$ cat src/sv/lcgs_pkg.sv
package lcgs_pkg;

	// configuration port
	localparam int CFG_IDX_W  = 1;
	localparam int CFG_DATA_W = 11;
	localparam int LEN_CFG_W  = 10;
	localparam int CNT_CFG_W  = 11;

	typedef enum logic [CFG_IDX_W-1:0] {
		REG_LINE_LENGTH = 1'd0,
		REG_LINE_COUNT  = 1'd1
	} cfg_reg_t;

	localparam logic [LEN_CFG_W-1:0] LINE_LENGTH_RESET = 10'd480;
	localparam logic [CNT_CFG_W-1:0] LINE_COUNT_RESET  = 11'd640;

	// stream payload widths
	localparam int S_TDATA_W = 8;
	localparam int M_TDATA_W = 8;

	// 3x3 window: bit 0 top, bit 1 middle, bit 2 bottom of a column;
	// newest (right) column in the lowest bits
	localparam int COL_BITS   = 3;
	localparam int WIN_W      = 9;
	localparam int CHAIN_LEN  = 2;
	localparam int CENTER_BIT = 4;

	localparam logic [WIN_W-1:0] MASK_LEFT   = 9'h1C0;
	localparam logic [WIN_W-1:0] MASK_RIGHT  = 9'h007;
	localparam logic [WIN_W-1:0] MASK_TOP    = 9'h049;
	localparam logic [WIN_W-1:0] MASK_BOTTOM = 9'h124;

	// line store word: bit 0 upper line, bit 1 middle line
	localparam int STORE_W = 2;

	// output queue
	localparam int OQ_DEPTH = 3;
	localparam int OQ_PTR_W = 2;
	localparam int OQ_CNT_W = 2;

	// per-request control handed from the counter front end to the window stage
	typedef struct packed {
		logic             cur_cell;
		logic             emit;
		logic             last;
		logic [WIN_W-1:0] mask;
	} step_ctl_t;

endpackage

$ cat src/sv/lcgs_ram.sv
module lcgs_ram #(
	parameter int WIDTH = 2,
	parameter int DEPTH = 512
) (
	input  logic                     clk,
	input  logic                     we,
	input  logic [$clog2(DEPTH)-1:0] waddr,
	input  logic [WIDTH-1:0]         wdata,
	input  logic                     re,
	input  logic [$clog2(DEPTH)-1:0] raddr,
	output logic [WIDTH-1:0]         rdata
);

	logic [WIDTH-1:0] mem_q [DEPTH];
	logic [WIDTH-1:0] rdata_q;

	always_ff @(posedge clk) begin
		if (we) begin
			mem_q[waddr] <= wdata;
		end
	end

	// read-first: a read at the address being written returns the old word
	always_ff @(posedge clk) begin
		if (re) begin
			rdata_q <= mem_q[raddr];
		end
	end

	assign rdata = rdata_q;

endmodule

$ cat src/sv/lcgs_col_cell.sv
module lcgs_col_cell import lcgs_pkg::*; (
	input  logic                clk,
	input  logic                arst_n,
	input  logic                shift,
	input  logic                clear,
	input  logic [COL_BITS-1:0] col_in,
	output logic [COL_BITS-1:0] col_out
);

	logic [COL_BITS-1:0] col_q;

	// take the neighbor's column on every shift, drop to dead at frame end
	always_ff @(posedge clk or negedge arst_n) begin
		if (!arst_n) begin
			col_q <= '0;
		end else if (shift) begin
			col_q <= clear ? '0 : col_in;
		end
	end

	assign col_out = col_q;

endmodule

$ cat src/sv/lcgs_ctrl.sv
module lcgs_ctrl import lcgs_pkg::*; #(
	parameter int MAX_LINE_LEN = 512,
	parameter int MAX_LINES    = 1024
) (
	input  logic                            clk,
	input  logic                            arst_n,
	input  logic                            cfg_we,
	input  logic [CFG_IDX_W-1:0]            cfg_index,
	input  logic [CFG_DATA_W-1:0]           cfg_data,
	input  logic                            accept,
	input  logic                            kind,
	input  logic                            alive,
	output logic [$clog2(MAX_LINE_LEN)-1:0] addr,
	output step_ctl_t                       ctl
);

	localparam int COL_W      = $clog2(MAX_LINE_LEN);
	localparam int LEN_W      = $clog2(MAX_LINE_LEN + 1) + 1;
	localparam int IN_LINE_W  = $clog2(MAX_LINES + 1);
	localparam int LINES_W    = $clog2(MAX_LINES + 1) + 1;
	localparam int OUT_LINE_W = $clog2(MAX_LINES);

	logic [LEN_CFG_W-1:0]  line_length_q;
	logic [CNT_CFG_W-1:0]  line_count_q;
	logic [COL_W-1:0]      in_column_q;
	logic [IN_LINE_W-1:0]  in_line_q;
	logic [COL_W-1:0]      out_column_q;
	logic [OUT_LINE_W-1:0] out_line_q;

	logic [LEN_W-1:0]   len;
	logic [LINES_W-1:0] lines;
	logic               in_col_end;
	logic               in_past_grid;
	logic               out_col_end;
	logic               out_row_end;
	logic               emit;
	logic               last;
	logic [WIN_W-1:0]   mask;

	always_comb begin
		if (line_length_q == '0) begin
			len = LEN_W'(1);
		end else if (32'(line_length_q) > 32'(MAX_LINE_LEN)) begin
			len = LEN_W'(MAX_LINE_LEN);
		end else begin
			len = LEN_W'(line_length_q);
		end
		if (line_count_q == '0) begin
			lines = LINES_W'(1);
		end else if (32'(line_count_q) > 32'(MAX_LINES)) begin
			lines = LINES_W'(MAX_LINES);
		end else begin
			lines = LINES_W'(line_count_q);
		end
	end

	assign in_col_end   = (LEN_W'(in_column_q) + LEN_W'(1)) >= len;
	assign in_past_grid = LINES_W'(in_line_q) >= lines;
	assign out_col_end  = (LEN_W'(out_column_q) + LEN_W'(1)) >= len;
	assign out_row_end  = (LINES_W'(out_line_q) + LINES_W'(1)) >= lines;

	assign emit = (in_line_q >= IN_LINE_W'(2)) || (in_line_q != '0 && in_column_q != '0);
	assign last = emit && out_row_end && out_col_end;

	always_comb begin
		mask = '1;
		if (out_column_q == '0) begin
			mask = mask & ~MASK_LEFT;
		end
		if (out_col_end) begin
			mask = mask & ~MASK_RIGHT;
		end
		if (out_line_q == '0) begin
			mask = mask & ~MASK_TOP;
		end
		if (out_row_end) begin
			mask = mask & ~MASK_BOTTOM;
		end
	end

	assign addr         = in_column_q;
	assign ctl.cur_cell = alive & ~kind & ~in_past_grid;
	assign ctl.emit     = emit;
	assign ctl.last     = last;
	assign ctl.mask     = mask;

	always_ff @(posedge clk or negedge arst_n) begin
		if (!arst_n) begin
			line_length_q <= LINE_LENGTH_RESET;
			line_count_q  <= LINE_COUNT_RESET;
		end else if (cfg_we) begin
			unique case (cfg_reg_t'(cfg_index))
				REG_LINE_LENGTH: line_length_q <= cfg_data[LEN_CFG_W-1:0];
				REG_LINE_COUNT:  line_count_q  <= cfg_data[CNT_CFG_W-1:0];
			endcase
		end
	end

	always_ff @(posedge clk or negedge arst_n) begin
		if (!arst_n) begin
			in_column_q  <= '0;
			in_line_q    <= '0;
			out_column_q <= '0;
			out_line_q   <= '0;
		end else if (accept) begin
			if (last) begin
				in_column_q  <= '0;
				in_line_q    <= '0;
				out_column_q <= '0;
				out_line_q   <= '0;
			end else begin
				if (in_col_end) begin
					in_column_q <= '0;
					if (in_line_q != '1) begin
						in_line_q <= in_line_q + 1'b1;
					end
				end else begin
					in_column_q <= in_column_q + 1'b1;
				end
				if (emit) begin
					if (out_col_end) begin
						out_column_q <= '0;
						if (out_line_q != '1) begin
							out_line_q <= out_line_q + 1'b1;
						end
					end else begin
						out_column_q <= out_column_q + 1'b1;
					end
				end
			end
		end
	end

endmodule

$ cat src/sv/life_cell_generation_stencil.sv
// Game of Life generation stencil, rule B3/S23. Cells of one generation enter in
// line order on the s_ stream, one per clock while s_tready is high, and the
// next-generation state of each cell leaves on the m_ stream one line plus one
// cell later, in the same order, with m_tlast on the last cell of the grid.
// Cells outside the grid count as dead. After the last grid cell, send
// line_length + 1 flush requests (tuser high) so the final line drains; the
// counters and window then return to zero and the next frame may start. The
// block takes one request per clock while s_tready is high, and the line store
// memory is read and written once per request. A result enters the output
// queue in the cycle after its input request is taken and can leave in the
// cycle after that. After reset the line store memory is cleared, one address
// a clock, from address 0 to MAX_LINE_LEN - 1; s_tready stays low during that
// pass, while configuration writes are taken at any time. Write line_length
// and line_count only while the block is idle; zero reads as one and larger
// values saturate at MAX_LINE_LEN and MAX_LINES.
module life_cell_generation_stencil import lcgs_pkg::*; #(
	parameter int MAX_LINE_LEN = 512,
	parameter int MAX_LINES    = 1024
) (
	input  logic                  clk,
	input  logic                  arst_n,
	// input cells
	input  logic                  s_tvalid,
	output logic                  s_tready,
	input  logic [S_TDATA_W-1:0]  s_tdata,   // [0] alive, rest zero
	input  logic                  s_tuser,   // [0] kind: 1 is a flush request
	// next-generation cells
	output logic                  m_tvalid,
	input  logic                  m_tready,
	output logic [M_TDATA_W-1:0]  m_tdata,   // [0] next_alive, rest zero
	output logic                  m_tlast,   // frame_last
	// configuration
	input  logic                  cfg_we,
	input  logic [CFG_IDX_W-1:0]  cfg_index,
	input  logic [CFG_DATA_W-1:0] cfg_data
);

	localparam int COL_W = $clog2(MAX_LINE_LEN);

	// ---------------------------------------------------------------------
	// Line store clearing pass after reset
	// ---------------------------------------------------------------------
	logic             clr_busy_q;
	logic [COL_W-1:0] clr_addr_q;

	always_ff @(posedge clk or negedge arst_n) begin
		if (!arst_n) begin
			clr_busy_q <= 1'b1;
			clr_addr_q <= '0;
		end else if (clr_busy_q) begin
			if (clr_addr_q == COL_W'(MAX_LINE_LEN - 1)) begin
				clr_busy_q <= 1'b0;
			end
			clr_addr_q <= clr_addr_q + 1'b1;
		end
	end

	// ---------------------------------------------------------------------
	// Front end: counters, edge masks and frame end, evaluated at accept
	// ---------------------------------------------------------------------
	logic             accept;
	logic [COL_W-1:0] req_addr;
	step_ctl_t        req_ctl;

	assign accept = s_tvalid & s_tready;

	lcgs_ctrl #(
		.MAX_LINE_LEN(MAX_LINE_LEN),
		.MAX_LINES   (MAX_LINES)
	) u_ctrl (
		.clk      (clk),
		.arst_n   (arst_n),
		.cfg_we   (cfg_we),
		.cfg_index(cfg_index),
		.cfg_data (cfg_data),
		.accept   (accept),
		.kind     (s_tuser),
		.alive    (s_tdata[0]),
		.addr     (req_addr),
		.ctl      (req_ctl)
	);

	// ---------------------------------------------------------------------
	// Stage 1: line store read data arrives, column forms, window advances
	// ---------------------------------------------------------------------
	logic               valid_s1;
	logic [COL_W-1:0]   addr_s1;
	step_ctl_t          ctl_s1;
	logic               fwd_s1;
	logic [STORE_W-1:0] fwd_data_s1;

	logic [STORE_W-1:0] ram_rdata;
	logic [STORE_W-1:0] rd_word;
	logic [STORE_W-1:0] wr_word;
	logic               top_cell;
	logic               mid_cell;
	logic [COL_BITS-1:0] col;

	// The memory reads before it writes, so a request that reads the column
	// stage 1 is writing in the same clock takes the new word from a bypass.
	assign rd_word  = fwd_s1 ? fwd_data_s1 : ram_rdata;
	assign top_cell = rd_word[0];
	assign mid_cell = rd_word[1];
	// middle line moves up, the new cell becomes the middle line
	assign wr_word  = {ctl_s1.cur_cell, mid_cell};
	assign col      = {ctl_s1.cur_cell, mid_cell, top_cell};

	always_ff @(posedge clk or negedge arst_n) begin
		if (!arst_n) begin
			valid_s1 <= 1'b0;
			fwd_s1   <= 1'b0;
		end else begin
			valid_s1 <= accept;
			if (accept) begin
				fwd_s1 <= valid_s1 && (addr_s1 == req_addr);
			end
		end
	end

	always_ff @(posedge clk) begin
		if (accept) begin
			addr_s1     <= req_addr;
			ctl_s1      <= req_ctl;
			fwd_data_s1 <= wr_word;
		end
	end

	lcgs_ram #(
		.WIDTH(STORE_W),
		.DEPTH(MAX_LINE_LEN)
	) u_line_store (
		.clk  (clk),
		.we   (clr_busy_q | valid_s1),
		.waddr(clr_busy_q ? clr_addr_q : addr_s1),
		.wdata(clr_busy_q ? '0 : wr_word),
		.re   (accept),
		.raddr(req_addr),
		.rdata(ram_rdata)
	);

	// Window: the newest column comes straight from stage 1, the two older
	// columns live in a chain of column cells that shift once per request.
	logic [COL_BITS-1:0] chain [CHAIN_LEN];
	logic [WIN_W-1:0]    win;

	for (genvar k = 0; k < CHAIN_LEN; k++) begin : g_chain
		lcgs_col_cell u_cell (
			.clk    (clk),
			.arst_n (arst_n),
			.shift  (valid_s1),
			.clear  (ctl_s1.last),
			.col_in (k == 0 ? col : chain[(k == 0) ? 0 : k - 1]),
			.col_out(chain[k])
		);
	end

	always_comb begin
		win[COL_BITS-1:0] = col;
		for (int k = 0; k < CHAIN_LEN; k++) begin
			win[COL_BITS*(k+1) +: COL_BITS] = chain[k];
		end
	end

	// B3/S23 on the masked neighborhood
	logic [WIN_W-1:0] nbr;
	logic [3:0]       n_alive;
	logic             next_alive;

	assign nbr = win & ctl_s1.mask;

	always_comb begin
		n_alive = '0;
		for (int i = 0; i < WIN_W; i++) begin
			if (i != CENTER_BIT) begin
				n_alive = n_alive + 4'(nbr[i]);
			end
		end
		if (n_alive == 4'd3) begin
			next_alive = 1'b1;
		end else if (n_alive == 4'd2) begin
			next_alive = win[CENTER_BIT];
		end else begin
			next_alive = 1'b0;
		end
	end

	// ---------------------------------------------------------------------
	// Output queue: parts the window stage from downstream back-pressure
	// ---------------------------------------------------------------------
	logic [1:0]          oq_q [OQ_DEPTH];
	logic [OQ_PTR_W-1:0] oq_wr_q;
	logic [OQ_PTR_W-1:0] oq_rd_q;
	logic [OQ_CNT_W-1:0] oq_cnt_q;
	logic                oq_push;
	logic                oq_pop;

	assign oq_push  = valid_s1 & ctl_s1.emit;
	assign oq_pop   = m_tvalid & m_tready;
	assign m_tvalid = oq_cnt_q != '0;
	assign m_tdata  = M_TDATA_W'(oq_q[oq_rd_q][0]);
	assign m_tlast  = oq_q[oq_rd_q][1];

	// accept only while the queue has room for stage 1 and the new request
	assign s_tready = !clr_busy_q &&
		(({1'b0, oq_cnt_q} + (OQ_CNT_W+1)'(oq_push)) <= (OQ_CNT_W+1)'(OQ_DEPTH - 1));

	always_ff @(posedge clk) begin
		if (oq_push) begin
			oq_q[oq_wr_q] <= {ctl_s1.last, next_alive};
		end
	end

	always_ff @(posedge clk or negedge arst_n) begin
		if (!arst_n) begin
			oq_wr_q  <= '0;
			oq_rd_q  <= '0;
			oq_cnt_q <= '0;
		end else begin
			if (oq_push) begin
				oq_wr_q <= (oq_wr_q == OQ_PTR_W'(OQ_DEPTH - 1)) ? '0 : oq_wr_q + 1'b1;
			end
			if (oq_pop) begin
				oq_rd_q <= (oq_rd_q == OQ_PTR_W'(OQ_DEPTH - 1)) ? '0 : oq_rd_q + 1'b1;
			end
			if (oq_push && !oq_pop) begin
				oq_cnt_q <= oq_cnt_q + 1'b1;
			end else if (!oq_push && oq_pop) begin
				oq_cnt_q <= oq_cnt_q - 1'b1;
			end
		end
	end

endmodule
$ cat config.mk
export PLATFORM = sky130hd
export DESIGN_NAME = life_cell_generation_stencil
export DESIGN_NICKNAME = d
export VERILOG_FILES = /design/src/sv/lcgs_pkg.sv /design/src/sv/lcgs_ram.sv /design/src/sv/lcgs_col_cell.sv /design/src/sv/lcgs_ctrl.sv /design/src/sv/life_cell_generation_stencil.sv
export SDC_FILE = /design/constraint.sdc
export NUM_CORES = 1
export LEC_CHECK = 0
export BUFFER_PORTS_ARGS = -buffer_cell sky130_fd_sc_hd__buf_4
export CELL_PAD_IN_SITES_DETAIL_PLACEMENT = 0
export CELL_PAD_IN_SITES_GLOBAL_PLACEMENT = 1
export CORE_MARGIN = 2
export CORE_UTILIZATION = 43
export DETAILED_ROUTE_END_ITERATION = 10
export PLACE_DENSITY = 0.68
export SYNTH_ARGS = -nofsm -noshare
export SYNTH_HDL_FRONTEND = slang
export SYNTH_SLANG_ARGS = --single-unit
$ cat constraint.sdc
create_clock -name clk -period 16.75 [get_ports clk]
set_input_delay 0.8375 -clock clk [delete_from_list [all_inputs] [get_ports clk]]
set_output_delay 0.8375 -clock clk [all_outputs]
set_load 0.05 [all_outputs]
==> tab_implementation.tex, run 1 <==
\begin{tabular}{lr}
\hline
Metric & Value \\
\hline
\multicolumn{2}{l}{\textbf{Flow run}} \\
Max-cap check violation count & 0 \\
\multicolumn{2}{l}{\textbf{Finish}} \\
\# nets final & 3,082 \\
Cell area after layout & 53,700 sq um \\
Filler cells & 9,583 \\
Count of antenna diodes in the layout & 0 \\
Multi-input logic area & roughly 14,000 sq um \\
FF/Latch Area & 33,800 sq um \\
Area added between synthesis and finish & 10.9\% \\
Layout cell share with drive strength beyond 1 & 0.180 \\
\multicolumn{2}{l}{\textbf{Worst setup path}} \\
Start-to-end type of the worst setup path & reg -> reg \\
Data required time of the critical path & 17.21 ns \\
Critical path peak fanout & approximately 100 \\
Capturing element type of the critical path & flip-flop \\
Crit start category & flip-flop \\
Data arrival at the endpoint of the critical path & 5.62 ns \\
\multicolumn{2}{l}{\textbf{Logic synthesis}} \\
Avg Synthesized Cell Area & 16.1 sq um \\
Post-synthesis cell type count & 78 \\
Ys async rst share & 0.0738 \\
Most frequently used cell type in the post-synthesis netlist & edfxtp\_1 \\
Number of enable flip-flop cells after synthesis & about 1,100 \\
Sequential share of the synthesized area & 0.697 \\
Main flop type after synthesis & edfxtp\_1 \\
Cell type contributing the most total cell area after synthesis & edfxtp\_1 \\
Post-synthesis instance total & between 3,000 and 4,000 \\
Area share of the leading cell type in the synthesized netlist & 0.654 \\
Post-synthesis instance area & 48,400 sq um \\
Synth Warn \# & 0 \\
Top cells by count, synth & 1,054 x edfxtp\_1, 588 x nor2\_1, 250 x mux4\_2, 172 x nand2\_1, 119 x clkbuf\_1 \\
Most area-consuming cells after synthesis & edfxtp\_1 65\%, mux4\_2 12\%, nor2\_1 4.6\% \\
Flops \& latches, synth & 1,138 \\
\multicolumn{2}{l}{\textbf{Floorplan}} \\
Area of the die & 115,000 sq um \\
IO Pins & 37 \\
Floorplan row count & 123 \\
Initial core utilization & 0.432 \\
Floorplan die width & 340 um \\
Placeable Area & 112,000 sq um \\
Die H & 340 um \\
\multicolumn{2}{l}{\textbf{Timing}} \\
Worst-case headroom to the max-slew limit & 0.125 \\
Count of pins over their slew limit & 0 \\
Setup-violating endpoint count in the final report & 0 \\
Pin slew with the least headroom to its limit & 1.31 ns \\
Shortest period the worst path allows & slightly above 5 ns \\
Highest Clock Rate & between 150 and 200 MHz \\
Setup\_tns & 0 ns \\
Share of the clock period used by the worst path & 0.308 \\
Setup repair after global routing missed its margin & false \\
Hold violation total from the final report & 0 \\
Post-route clock skew & 0.0434 ns \\
\multicolumn{2}{l}{\textbf{Clocking}} \\
Number of instances resized during post-cts repair & 0 \\
Clock tree from TritonCTS & done \\
Clock insertion delay at the later pin of the skew report & 0.73 ns \\
Post-CTS Hold Buffers & 0 \\
Clock buffers created by TritonCTS & 116 \\
Sinks on Clock Net & 1,138 \\
Max clock buf depth & 3 \\
Number of post-CTS setup repair buffers & 0 \\
Clk root buf & clkbuf\_16 \\
Clock-pin transition on the worst setup and hold timing paths & 0.06 ns \\
Number of H-tree levels & 3 \\
\multicolumn{2}{l}{\textbf{Detailed routing}} \\
DRC errors left & 0 \\
Total via count in the routed design & roughly 27,000 \\
Routed wire per std cell & 27.2 um \\
First-pass DRT Iterations & 5 \\
Violation count after the first detailed-route iteration & 2,704 \\
Count of antenna-violating nets left after detailed routing & 0 \\
Total wirelength of the detailed-routed design & 125,000 um \\
Post-DR vias/cell & 5.87 \\
\multicolumn{2}{l}{\textbf{Placement}} \\
Global placer's final weighted congestion & 0.805 \\
Area post-placement & 50,000 sq um \\
Number of buffer cells added on primary ports & 22 \\
DP HPWL & $\sim$69,000 um \\
\multicolumn{2}{l}{\textbf{Power}} \\
Internal Power & 5.77 mW \\
IR drop worst, VDD & 0.108 mV \\
Net switching power figure & 2.66 mW \\
Switching share of power & 0.315 \\
Proportion of power drawn by flip-flops and latches & 0.432 \\
Leakage power summed over all cells & $\sim$17 nW \\
Part of the total power dissipated in the clock network & 0.296 \\
Power Density & 157 nW/um\^{}2 \\
Gate power share & 0.272 \\
\multicolumn{2}{l}{\textbf{GRT}} \\
Met3 usage in global routing & 0.0375 \\
Pin count of the biggest net entering global routing & 229 \\
GRT overflow & 0 \\
GR met2 Demand/Resource & 0.362 \\
Gr usage total & 0.216 \\
First-pass GRT wire length & roughly 180,000 um \\
Antenna violations before repair & 0 \\
Busiest layer in global routing & met2 \\
GRT met1 Usage & 0.287 \\
Via count of the first global-routing pass & 28,300 \\
\multicolumn{2}{l}{\textbf{Run status}} \\
Outcome & completed \\
\multicolumn{2}{l}{\textbf{Min path}} \\
Worst hold path type & in -> async \\
\hline
\end{tabular}
registers in the layout, summed over array words and instances, names as in the netlist, 10 cells and up:
signal	count
u_ctrl.out_line_q	10
u_ctrl.line_count_q	11
u_ctrl.in_line_q	11
u_ctrl.line_length_q	10
u_line_store.mem_q	1024
ctl_s1	10
layout by cell type (no fill, tap or decap), types with 30 or more instances in the layout:
| cell | count |
|---|---|
| clkinv_2 | 32 |
| clkinv_1 | 30 |
| clkbuf_16 | 118 |
| mux2i_1 | 79 |
| nor2_1 | 588 |
| mux2_2 | 32 |
| mux4_2 | 250 |
| o21ai_0 | 41 |
| dfrtp_1 | 73 |
| edfxtp_1 | 1054 |
| xnor2_1 | 31 |
| nand3_1 | 35 |
| ha_1 | 60 |
| nand2_1 | 155 |
| buf_4 | 58 |
| a21oi_1 | 48 |
worst max-delay path: stages (launching register included):
cell and delay, ns:
dfrtp_4 0.96, buf_12 0.70, buf_4 0.80, mux4_2 0.62, mux2i_1 0.26, o21ai_0 0.10, or3_1 0.41, a211oi_1 0.62
nor4_1 0.10, a31o_1 0.21
layer usage:
| layer | up-vias | wire, um | part of all wire |
|---|---|---|---|
| met1 | 14200 | 50300 | 0.40 |
| met3 | 212 | 8810 | 0.071 |
| met5 | - | 0 | 0 |
| met4 | 0 | 4110 | 0.033 |
| met2 | 1029 | 61800 | 0.49 |
| li1 | 11500 | - | - |
worst paths after layout:
path                                                           from  depth (start not counted)  slack [ns]                                       end
max                                      u_ctrl.addr[0]$_DFFE_PN0P_                          9       11.60           u_line_store.rdata[0]$_DFFE_PP_
min                                                          arst_n                          1        0.05                    oq_rd_q[0]$_DFFE_PN0P_
max reg2reg                              u_ctrl.addr[0]$_DFFE_PN0P_                          9       11.60           u_line_store.rdata[0]$_DFFE_PP_
min reg2reg                g_chain[1].u_cell.col_out[1]$_DFFE_PN0P_                          1        0.49  g_chain[1].u_cell.col_out[1]$_DFFE_PN0P_
max in group asynchronous                                    arst_n                          2       15.49                u_ctrl.addr[0]$_DFFE_PN0P_
min in group clk                                        cfg_data[9]                          3        0.39       u_ctrl.line_length_q[9]$_DFFE_PN0P_
logic make-up (layout without fill, tap and decap cells):
group,count (synthesis),count (layout),synth area share
AOI/OAI and AO/OA,250,250,0.0361
xor gates and xnor gates,50,50,0.00905
adders and majority gates,64,64,0.0172
buffers and inverters,238,318,0.0236
DFF,1138,1138,0.697
muxes,361,361,0.140
other,1,7,0.0000775
and+or+nand+nor,902,902,0.0765
metrics by stage:
stage	setup slack (ns)	instances	total power, mW	hold WS (ns)	utilization
finish	11.60	4590	8.43	0.0534	0.479
global route	11.31	4590	8.77	0.0448	0.479
CTS	11.45	4590	8.50	0.0258	0.479
detailed placement	11.44	4374	6.02	0.474	0.446
global placement	11.51	4374	5.96	0.474	0.446
floorplan	0.863	3010	5.48	0.423	-
power groups by stage:
stage,clock (mW),sequential [mW],combinational [mW]
after floorplan,0,3.85,1.63
after global placement,0,3.70,2.27
after detailed placement,0,3.70,2.32
after CTS,2.53,3.64,2.33
after global routing,2.64,3.66,2.47
final,2.49,3.64,2.29
layout make-up:
cell class	count	area share
inverter	38	0.00270
sequential	1138	0.629
timing repair buffer	64	0.0104
tap	1500	0.0350
clock inverter	72	0.0110
clock buffer	144	0.0570
multi-input combinational	1634	0.255
Note: power is estimated with default switching activity, not from simulation.
==> run 2, diff against run 1 <==
==> constraint.sdc (replaced) <==
create_clock -name clk -period 4.2 [get_ports clk]
set_input_delay 0.21 -clock clk [delete_from_list [all_inputs] [get_ports clk]]
set_output_delay 0.21 -clock clk [all_outputs]
set_load 0.05 [all_outputs]
==> tab_implementation.tex, run 2 (synthesized netlist as in run 1, its figures left out) <==
\begin{tabular}{lr}
\hline
Metric & Value \\
\hline
\multicolumn{2}{l}{\textbf{Run status}} \\
Outcome & complete, but fails checks (was completed) \\
Failing checks & slew limit \\
\multicolumn{2}{l}{\textbf{Finish}} \\
Top Registers & u\_line\_store.mem\_q x1024, u\_ctrl.in\_line\_q x11, u\_ctrl.line\_count\_q x11 (unchanged) \\
Max FFs per register & 1,024 (unchanged) \\
Layout cell share with drive strength beyond 1 & 0.198 (was 0.180) \\
Commonest non-fill, non-tap cell in the layout & edfxtp\_1 (unchanged) \\
Final Core Density & 0.490 (was 0.479) \\
Area added between synthesis and finish & 13.4\% (was 10.9\%) \\
Count of antenna diodes in the layout & 0 (unchanged) \\
Cell area after layout & 54,900 sq um (was 53,700 sq um) \\
Register name with the most flops & u\_line\_store.mem\_q (unchanged) \\
\# nets final & 3,178 (was 3,082) \\
Commonest non-fill, non-tap cells in the layout & 1,054 x edfxtp\_1, 588 x nor2\_1, 250 x mux4\_2 (unchanged) \\
\multicolumn{2}{l}{\textbf{Flow run}} \\
Max-cap check violation count & 0 (unchanged) \\
\multicolumn{2}{l}{\textbf{Detailed routing}} \\
DRC errors left & 0 (unchanged) \\
Violation count after the first detailed-route iteration & 2,937 (was 2,704) \\
Post-DR vias/cell & 5.85 (was 5.87) \\
Total via count in the routed design & 27,400 (was 26,900) \\
Count of antenna-violating nets left after detailed routing & 0 (unchanged) \\
Total wirelength of the detailed-routed design & 127,000 um (was 125,000 um) \\
Routed wire per std cell & 27.1 um (was 27.2 um) \\
First-pass DRT Iterations & 6 (was 5) \\
\multicolumn{2}{l}{\textbf{Timing}} \\
Setup repair after global routing missed its margin & false (unchanged) \\
Share of the clock period used by the worst path & 0.857 (was 0.308) \\
Shortest period the worst path allows & 3.60 ns (was 5.15 ns) \\
Count of pins over their slew limit & 38 (was 0) \\
Highest Clock Rate & 278 MHz (was 194 MHz) \\
Worst-case headroom to the max-slew limit & -0.0131 (was 0.125) \\
Pin slew with the least headroom to its limit & 1.52 ns (was 1.31 ns) \\
Post-route clock skew & 0.0312 ns (was 0.0434 ns) \\
Setup-violating endpoint count in the final report & 0 (unchanged) \\
Hold violation total from the final report & 0 (unchanged) \\
\multicolumn{2}{l}{\textbf{Min path}} \\
Worst hold path type & in -> async (unchanged) \\
\multicolumn{2}{l}{\textbf{Clocking}} \\
Clock buffers created by TritonCTS & 119 (was 116) \\
Clk root buf & clkbuf\_16 (unchanged) \\
Sinks on Clock Net & 1,138 (unchanged) \\
Number of post-CTS setup repair buffers & 0 (unchanged) \\
Clock tree from TritonCTS & done (unchanged) \\
Clock insertion delay at the later pin of the skew report & 0.72 ns (was 0.73 ns) \\
Max clock buf depth & 3 (unchanged) \\
Number of H-tree levels & 3 (unchanged) \\
Clock-pin transition on the worst setup and hold timing paths & 0.07 ns (was 0.06 ns) \\
\multicolumn{2}{l}{\textbf{GRT}} \\
First-pass GRT wire length & 186,000 um (was 184,000 um) \\
Pin count of the biggest net entering global routing & 273 (was 229) \\
Antenna violations before repair & 1 (was 0) \\
GRT overflow & 0 (unchanged) \\
Via count of the first global-routing pass & 28,300 (about the same) \\
Gr usage total & 0.219 (was 0.216) \\
\multicolumn{2}{l}{\textbf{Placement}} \\
Global placer's final weighted congestion & 0.817 (was 0.805) \\
Number of buffer cells added on primary ports & 22 (unchanged) \\
DP HPWL & 74,600 um (was 68,600 um) \\
Area post-placement & 50,800 sq um (was 50,000 sq um) \\
\multicolumn{2}{l}{\textbf{Worst setup path}} \\
Worst R2R End & u\_line\_store.rdata[0]\$\_DFFE\_PP\_ (unchanged) \\
Data required time of the critical path & 4.62 ns (was 17.21 ns) \\
Start-to-end type of the worst setup path & reg -> reg (unchanged) \\
Data arrival at the endpoint of the critical path & 4.01 ns (was 5.62 ns) \\
Crit start category & flip-flop (unchanged) \\
Critical path peak fanout & 56 (was 103) \\
Capturing element type of the critical path & flip-flop (unchanged) \\
Reg-to-Reg Start & u\_ctrl.addr[1]\$\_DFFE\_PN0P\_ (was u\_ctrl.addr[0]\$\_DFFE\_PN0P\_) \\
Worst Reg2Reg Path Length in Cells & 10 (was 9) \\
R2R Setup Slk & 0.60 ns (was 11.60 ns) \\
\multicolumn{2}{l}{\textbf{Floorplan}} \\
Placeable Area & 112,000 sq um (unchanged) \\
Die H & 340 um (unchanged) \\
Initial core utilization & 0.432 (unchanged) \\
Area of the die & 115,000 sq um (unchanged) \\
IO Pins & 37 (unchanged) \\
Floorplan row count & 123 (unchanged) \\
Floorplan die width & 340 um (unchanged) \\
\multicolumn{2}{l}{\textbf{Power}} \\
Net switching power figure & 10.8 mW (was 2.66 mW) \\
Proportion of power drawn by flip-flops and latches & 0.412 (was 0.432) \\
Part of the total power dissipated in the clock network & 0.300 (was 0.296) \\
Gate power share & 0.288 (was 0.272) \\
Internal Power & 24.0 mW (was 5.77 mW) \\
IR drop worst, VDD & 0.422 mV (was 0.108 mV) \\
Leakage power summed over all cells & 17.7 nW (was 17.2 nW) \\
Power Density & 634 nW/um\^{}2 (was 157 nW/um\^{}2) \\
Switching share of power & 0.309 (was 0.315) \\
\hline
\end{tabular}
==> run 2: cell types whose count changed in the layout (fill, tap and decap cells not counted), moves of 3 or more <==
cell	delta
dlygate4sd3_1	+16
clkbuf_1	+3
clkbuf_16	+4
nand2_4	-12
nand2_2	+11
bufinv_16	+7
clkinv_1	-7
buf_4	+51
clkinv_2	-13
buf_12	+26
==> run 2: cell type report <==
class / instances / area [sq um]
timing repair buffer: 157 / 1620
fill: 9432 / 57200
clock inverter: 61 / 691
tap: 1500 / 1880
multi-input combinational: 1634 / 13600
inverter: 38 / 145
sequential: 1138 / 33800
clock buffer: 151 / 3170
==> run 2: metrics by stage <==
step	setup TNS [ns]	total power, mW	hold WS (ns)	worst slack [ns]	instances
5_1_grt	0	36.2	0.0638	0.293	4679
4_1_cts	0	35.0	0.0310	0.418	4678
3_5_place_dp	0	24.6	0.255	0.452	4450
2_1_floorplan	-1599.34	21.2	-0.0856	-1.56	3010
3_3_place_gp	0	24.3	0.253	0.530	4450
6_report	0	34.8	0.0554	0.602	4679
==> run 2: power by group through the flow <==
stage	logic (mW)	registers (mW)	clock network, mW
finish	10.0	14.3	10.4
global route	10.8	14.3	11.1
CTS	10.1	14.3	10.6
detailed placement	10.1	14.5	0
global placement	9.84	14.5	0
floorplan	6.53	14.7	0
==> run 2: critical path: stages (launching register included) <==
cell and delay (ns):
dfrtp_4 0.43, buf_12 0.35, buf_12 0.37, mux4_2 0.35, a22oi_1 0.26, a21oi_1 0.18
or3_1 0.49, a211oi_1 0.25, buf_4 0.17, nor4_1 0.07, a31o_1 0.27
==> run 2: what timing repair did <==
action	in CTS	in global routing
hold endpoints to repair	68	0
setup endpoints to repair	0	2
gates resized for setup	0	1
hold buffers	16	0
==> run 2: per-layer routing <==
metal  wire length (um)  track usage  up-vias
met3               9200       0.0338      224
met2              61900        0.359     1088
met4               4110       0.0696        0
met1              51700        0.301    14300
li1                   -            -    11800
met5                  0            0        -
==> run 2: worst max-delay path by stage <==
stage,startpoint,endpoint,slack [ns],depth (start not counted)
4_1_cts,u_ctrl.out_column_q[0]$_DFFE_PN0P_,u_ctrl.addr[2]$_DFFE_PN0P_,0.42,13
5_1_grt,u_ctrl.out_line_q[1]$_DFFE_PN0P_,u_ctrl.out_line_q[8]$_DFFE_PN0P_,0.29,14
3_5_place_dp,u_ctrl.out_column_q[0]$_DFFE_PN0P_,u_ctrl.addr[2]$_DFFE_PN0P_,0.45,13
2_1_floorplan,clr_busy_q$_DFF_PN1_,u_line_store.mem_q[0][1]$_DFFE_PP_,-1.56,3
6_report,u_ctrl.addr[1]$_DFFE_PN0P_,u_line_store.rdata[0]$_DFFE_PP_,0.60,10
3_3_place_gp,u_ctrl.out_column_q[2]$_DFFE_PN0P_,u_ctrl.addr[2]$_DFFE_PN0P_,0.53,12
==> run 3, diff against run 2 <==
--- a/config.mk
+++ b/config.mk
@@ -5,13 +5,14 @@
 export SDC_FILE = /design/constraint.sdc
 export NUM_CORES = 1
 export LEC_CHECK = 0
+export ABC_AREA = 1
 export BUFFER_PORTS_ARGS = -buffer_cell sky130_fd_sc_hd__buf_4
 export CELL_PAD_IN_SITES_DETAIL_PLACEMENT = 0
 export CELL_PAD_IN_SITES_GLOBAL_PLACEMENT = 1
 export CORE_MARGIN = 2
 export CORE_UTILIZATION = 43
 export DETAILED_ROUTE_END_ITERATION = 10
-export PLACE_DENSITY = 0.68
+export PLACE_DENSITY = 0.72
 export SYNTH_ARGS = -nofsm -noshare
 export SYNTH_HDL_FRONTEND = slang
 export SYNTH_SLANG_ARGS = --single-unit
==> tab_implementation.tex, run 3 <==
\begin{tabular}{lr}
\hline
Metric & Value \\
\hline
\multicolumn{2}{l}{\textbf{Finish}} \\
Layout cell share with drive strength beyond 1 & 0.0717 (was 0.198) \\
Max FFs per register & 1,024 (unchanged) \\
Area added between synthesis and finish & 12.1\% (was 13.4\%) \\
\# nets final & 5,095 (was 3,178) \\
Final Non-Filler Cells & 6,641 (was 4,679) \\
Top Registers & u\_line\_store.mem\_q x1024, u\_ctrl.in\_line\_q x11, u\_ctrl.line\_count\_q x11 (unchanged) \\
Count of antenna diodes in the layout & 0 (unchanged) \\
Register name with the most flops & u\_line\_store.mem\_q (unchanged) \\
Final Core Density & 0.484 (was 0.490) \\
Commonest non-fill, non-tap cells in the layout & 1,571 x nand2\_1, 1,054 x edfxtp\_1, 739 x nor2\_1 (was 1,054 x edfxtp\_1, 588 x nor2\_1, 250 x mux4\_2) \\
Commonest non-fill, non-tap cell in the layout & nand2\_1 (was edfxtp\_1) \\
\multicolumn{2}{l}{\textbf{Timing}} \\
Setup repair after global routing missed its margin & false (unchanged) \\
Worst slack on hold paths & 0.111 ns (was 0.0554 ns) \\
Shortest period the worst path allows & 3.76 ns (was 3.60 ns) \\
Share of the clock period used by the worst path & 0.896 (was 0.857) \\
Worst setup slack after layout & 0.438 ns (was 0.602 ns) \\
Worst-case headroom to the max-slew limit & 0.261 (was -0.0131) \\
Pin slew with the least headroom to its limit & 1.10 ns (was 1.52 ns) \\
Setup-violating endpoint count in the final report & 0 (unchanged) \\
Highest Clock Rate & 266 MHz (was 278 MHz) \\
Post-route clock skew & 0.0305 ns (was 0.0312 ns) \\
Hold violation total from the final report & 0 (unchanged) \\
Count of pins over their slew limit & 0 (was 38) \\
\multicolumn{2}{l}{\textbf{Logic synthesis}} \\
Post-synthesis instance area & 50,700 sq um (was 48,400 sq um) \\
Synth Area in XOR/XNOR & 0.00587 (was 0.00905) \\
Synthesized-area fraction occupied by and/or/nand/nor cells & 0.231 (was 0.0765) \\
Share of synthesized cell area in full adder, half adder and majority cells & 0.0164 (was 0.0172) \\
Most frequently used cell type in the post-synthesis netlist & nand2\_1 (was edfxtp\_1) \\
Main flop type after synthesis & edfxtp\_1 (unchanged) \\
Cell type contributing the most total cell area after synthesis & edfxtp\_1 (unchanged) \\
Ys async rst share & 0.0738 (unchanged) \\
Portion of netlist area occupied by mux cells & 0.000222 (was 0.140) \\
Flops \& latches, synth & 1,138 (unchanged) \\
Sequential share of the synthesized area & 0.665 (was 0.697) \\
Post-synthesis instance total & 5,030 (was 3,004) \\
Synth Warn \# & 0 (unchanged) \\
Top cells by count, synth & 1,588 x nand2\_1, 1,054 x edfxtp\_1, 744 x nor2\_1, 499 x nand3\_1, 242 x inv\_1 (was 1,054 x edfxtp\_1, 588 x nor2\_1, 250 x mux4\_2, 172 x nand2\_1, 119 x clkbuf\_1) \\
Number of enable flip-flop cells after synthesis & 1,054 (unchanged) \\
Post-synthesis cell type count & 48 (was 78) \\
Most area-consuming cells after synthesis & edfxtp\_1 62\%, nand2\_1 12\%, nor2\_1 5.5\% (was edfxtp\_1 65\%, mux4\_2 12\%, nor2\_1 4.6\%) \\
Area share of the leading cell type in the synthesized netlist & 0.624 (was 0.654) \\
Avg Synthesized Cell Area & 10.1 sq um (was 16.1 sq um) \\
Synthesized-area fraction occupied by ao, oa, aoi and oai cells & 0.0359 (was 0.0361) \\
Main combinational cell family by area after synthesis & simple AND/OR/NAND/NOR gates (was multiplexers) \\
\multicolumn{2}{l}{\textbf{Clocking}} \\
Clock buffers created by TritonCTS & 119 (unchanged) \\
Clock-pin transition on the worst setup and hold timing paths & 0.06 ns (was 0.07 ns) \\
Max clock buf depth & 3 (unchanged) \\
Clock tree from TritonCTS & done (unchanged) \\
Clock insertion delay at the later pin of the skew report & 0.71 ns (was 0.72 ns) \\
Number of instances resized during post-cts repair & 0 (unchanged) \\
Number of post-CTS setup repair buffers & 0 (unchanged) \\
Post-CTS Hold Buffers & 16 (unchanged) \\
Sinks on Clock Net & 1,138 (unchanged) \\
Clk root buf & clkbuf\_16 (unchanged) \\
Number of H-tree levels & 3 (unchanged) \\
\multicolumn{2}{l}{\textbf{Floorplan}} \\
Initial core utilization & 0.431 (was 0.432) \\
Area of the die & 121,000 sq um (was 115,000 sq um) \\
Floorplan row count & 126 (was 123) \\
Placeable Area & 118,000 sq um (was 112,000 sq um) \\
Die H & 348 um (was 340 um) \\
IO Pins & 37 (unchanged) \\
Floorplan die width & 348 um (was 340 um) \\
\multicolumn{2}{l}{\textbf{Power}} \\
IR drop worst, VDD & 0.463 mV (was 0.422 mV) \\
Part of the total power dissipated in the clock network & 0.284 (was 0.300) \\
Switching share of power & 0.370 (was 0.309) \\
Internal Power & 24.0 mW (about the same) \\
Leakage power summed over all cells & 21.4 nW (was 17.7 nW) \\
Net switching power figure & 14.1 mW (was 10.8 mW) \\
Overall power of the completed layout & 38.0 mW (was 34.8 mW) \\
Power Density & 668 nW/um\^{}2 (was 634 nW/um\^{}2) \\
Gate power share & 0.332 (was 0.288) \\
Proportion of power drawn by flip-flops and latches & 0.384 (was 0.412) \\
\multicolumn{2}{l}{\textbf{GRT}} \\
Antenna violations before repair & 1 (unchanged) \\
First-pass GRT wire length & 210,000 um (was 186,000 um) \\
GRT overflow & 0 (unchanged) \\
Via count of the first global-routing pass & 34,400 (was 28,300) \\
Gr usage total & 0.230 (was 0.219) \\
Pin count of the biggest net entering global routing & 160 (was 273) \\
\multicolumn{2}{l}{\textbf{Worst setup path}} \\
Capturing element type of the critical path & flip-flop (unchanged) \\
Data arrival at the endpoint of the critical path & 4.22 ns (was 4.01 ns) \\
CP Launch Point & fwd\_s1\$\_DFFE\_PN0P\_ (was u\_ctrl.addr[1]\$\_DFFE\_PN0P\_) \\
Crit start category & flip-flop (unchanged) \\
Start-to-end type of the worst setup path & reg -> reg (unchanged) \\
Reg-to-Reg Start & fwd\_s1\$\_DFFE\_PN0P\_ (was u\_ctrl.addr[1]\$\_DFFE\_PN0P\_) \\
Data required time of the critical path & 4.66 ns (was 4.62 ns) \\
Critical path peak fanout & 3 (was 56) \\
\multicolumn{2}{l}{\textbf{Run status}} \\
Outcome & completed (was complete, but fails checks) \\
\multicolumn{2}{l}{\textbf{Detailed routing}} \\
Total via count in the routed design & 35,400 (was 27,400) \\
Met1 wire length & 60,800 um (was 51,700 um) \\
First-pass DRT Iterations & 5 (was 6) \\
Post-DR vias/cell & 5.33 (was 5.85) \\
Count of antenna-violating nets left after detailed routing & 0 (unchanged) \\
Highest metal layer used by the detailed router & met5 (was met4) \\
Total length of routed met3 wires & 8840 um (was 9200 um) \\
Violation count after the first detailed-route iteration & 3,399 (was 2,937) \\
Total wirelength of the detailed-routed design & 139,000 um (was 127,000 um) \\
DRC errors left & 0 (unchanged) \\
Met2 wire length & 66,000 um (was 61,900 um) \\
Routed wire per std cell & 20.9 um (was 27.1 um) \\
\multicolumn{2}{l}{\textbf{Placement}} \\
Number of buffer cells added on primary ports & 22 (unchanged) \\
Worst slack at placement & 0.424 ns (was 0.452 ns) \\
Number of placed instances, taps included & 6,404 (was 4,450) \\
DP HPWL & 77,900 um (was 74,600 um) \\
Global placer's final weighted congestion & 0.815 (was 0.817) \\
\multicolumn{2}{l}{\textbf{Min path}} \\
Worst hold path type & in -> async (unchanged) \\
\multicolumn{2}{l}{\textbf{Flow run}} \\
Max-cap check violation count & 0 (unchanged) \\
\hline
\end{tabular}
[run 3: area by class of cell]
type	instances	area, sq um
Clock buffer	154	3200
Clock inverter	67	801
Fill cell	10900	60700
Inverter	248	951
Multi-Input combinational cell	3345	14800
Sequential cell	1138	33800
Tap cell	1536	1920
Timing Repair Buffer	153	1440
[run 3: through the flow]
step                TNS [ns]  area [sq um]
floorplan           -1478.51         50800
global placement           0         52700
detailed placement         0         52700
CTS                        0         56900
global route               0         56900
finish                     0         56900
[run 3: cells by family after synthesis]
group / count (synthesis)
compound gates: 332
mux: 1
buf+inv: 553
other cells: 1
fa+ha+maj: 64
flops: 1138
xor+xnor: 34
simple gates: 2907
[run 3: power by group through the flow]
stage,Sequential (mW),Combinational (mW),Clock [mW]
final,14.6,12.6,10.8
after floorplan,14.9,7.97,0
after global routing,14.6,14.0,11.4
after detailed placement,14.8,12.6,0
after global placement,14.8,12.5,0
after CTS,14.6,12.7,11.0
[run 3: final timing paths]
kind	to	slack [ns]	depth (start not counted)
min reg2reg	u_ctrl.line_count_q[7]$_DFFE_PN1P_	0.50	2
min in group clk	u_ctrl.line_length_q[8]$_DFFE_PN1P_	0.13	4
max	oq_q[2][0]$_DFFE_PP_	0.44	14
max reg2reg	oq_q[2][0]$_DFFE_PP_	0.44	14
max in group asynchronous	u_ctrl.line_length_q[5]$_DFFE_PN1P_	3.08	3
min	oq_cnt_q[0]$_DFFE_PN0P_	0.11	2
[run 3: worst max-delay path, cell delays in order, from the launching register on]
cell	delay, ns
dfrtp_1	0.37
inv_1	0.06
or2_2	0.28
o21ai_2	0.11
inv_1	0.08
nand2_1	0.08
fa_1	0.45
fa_1	0.55
inv_1	0.05
fa_1	0.48
ha_1	0.24
fa_1	0.39
nand2_1	0.08
a211oi_1	0.05
o221a_2	0.25
[run 3: per-layer routing]
layer | track usage | up-vias
li1 | - | 16800
met1 | 0.319 | 17400
met2 | 0.382 | 1029
met3 | 0.0317 | 212
met4 | 0.0583 | 2
met5 | 0 | -
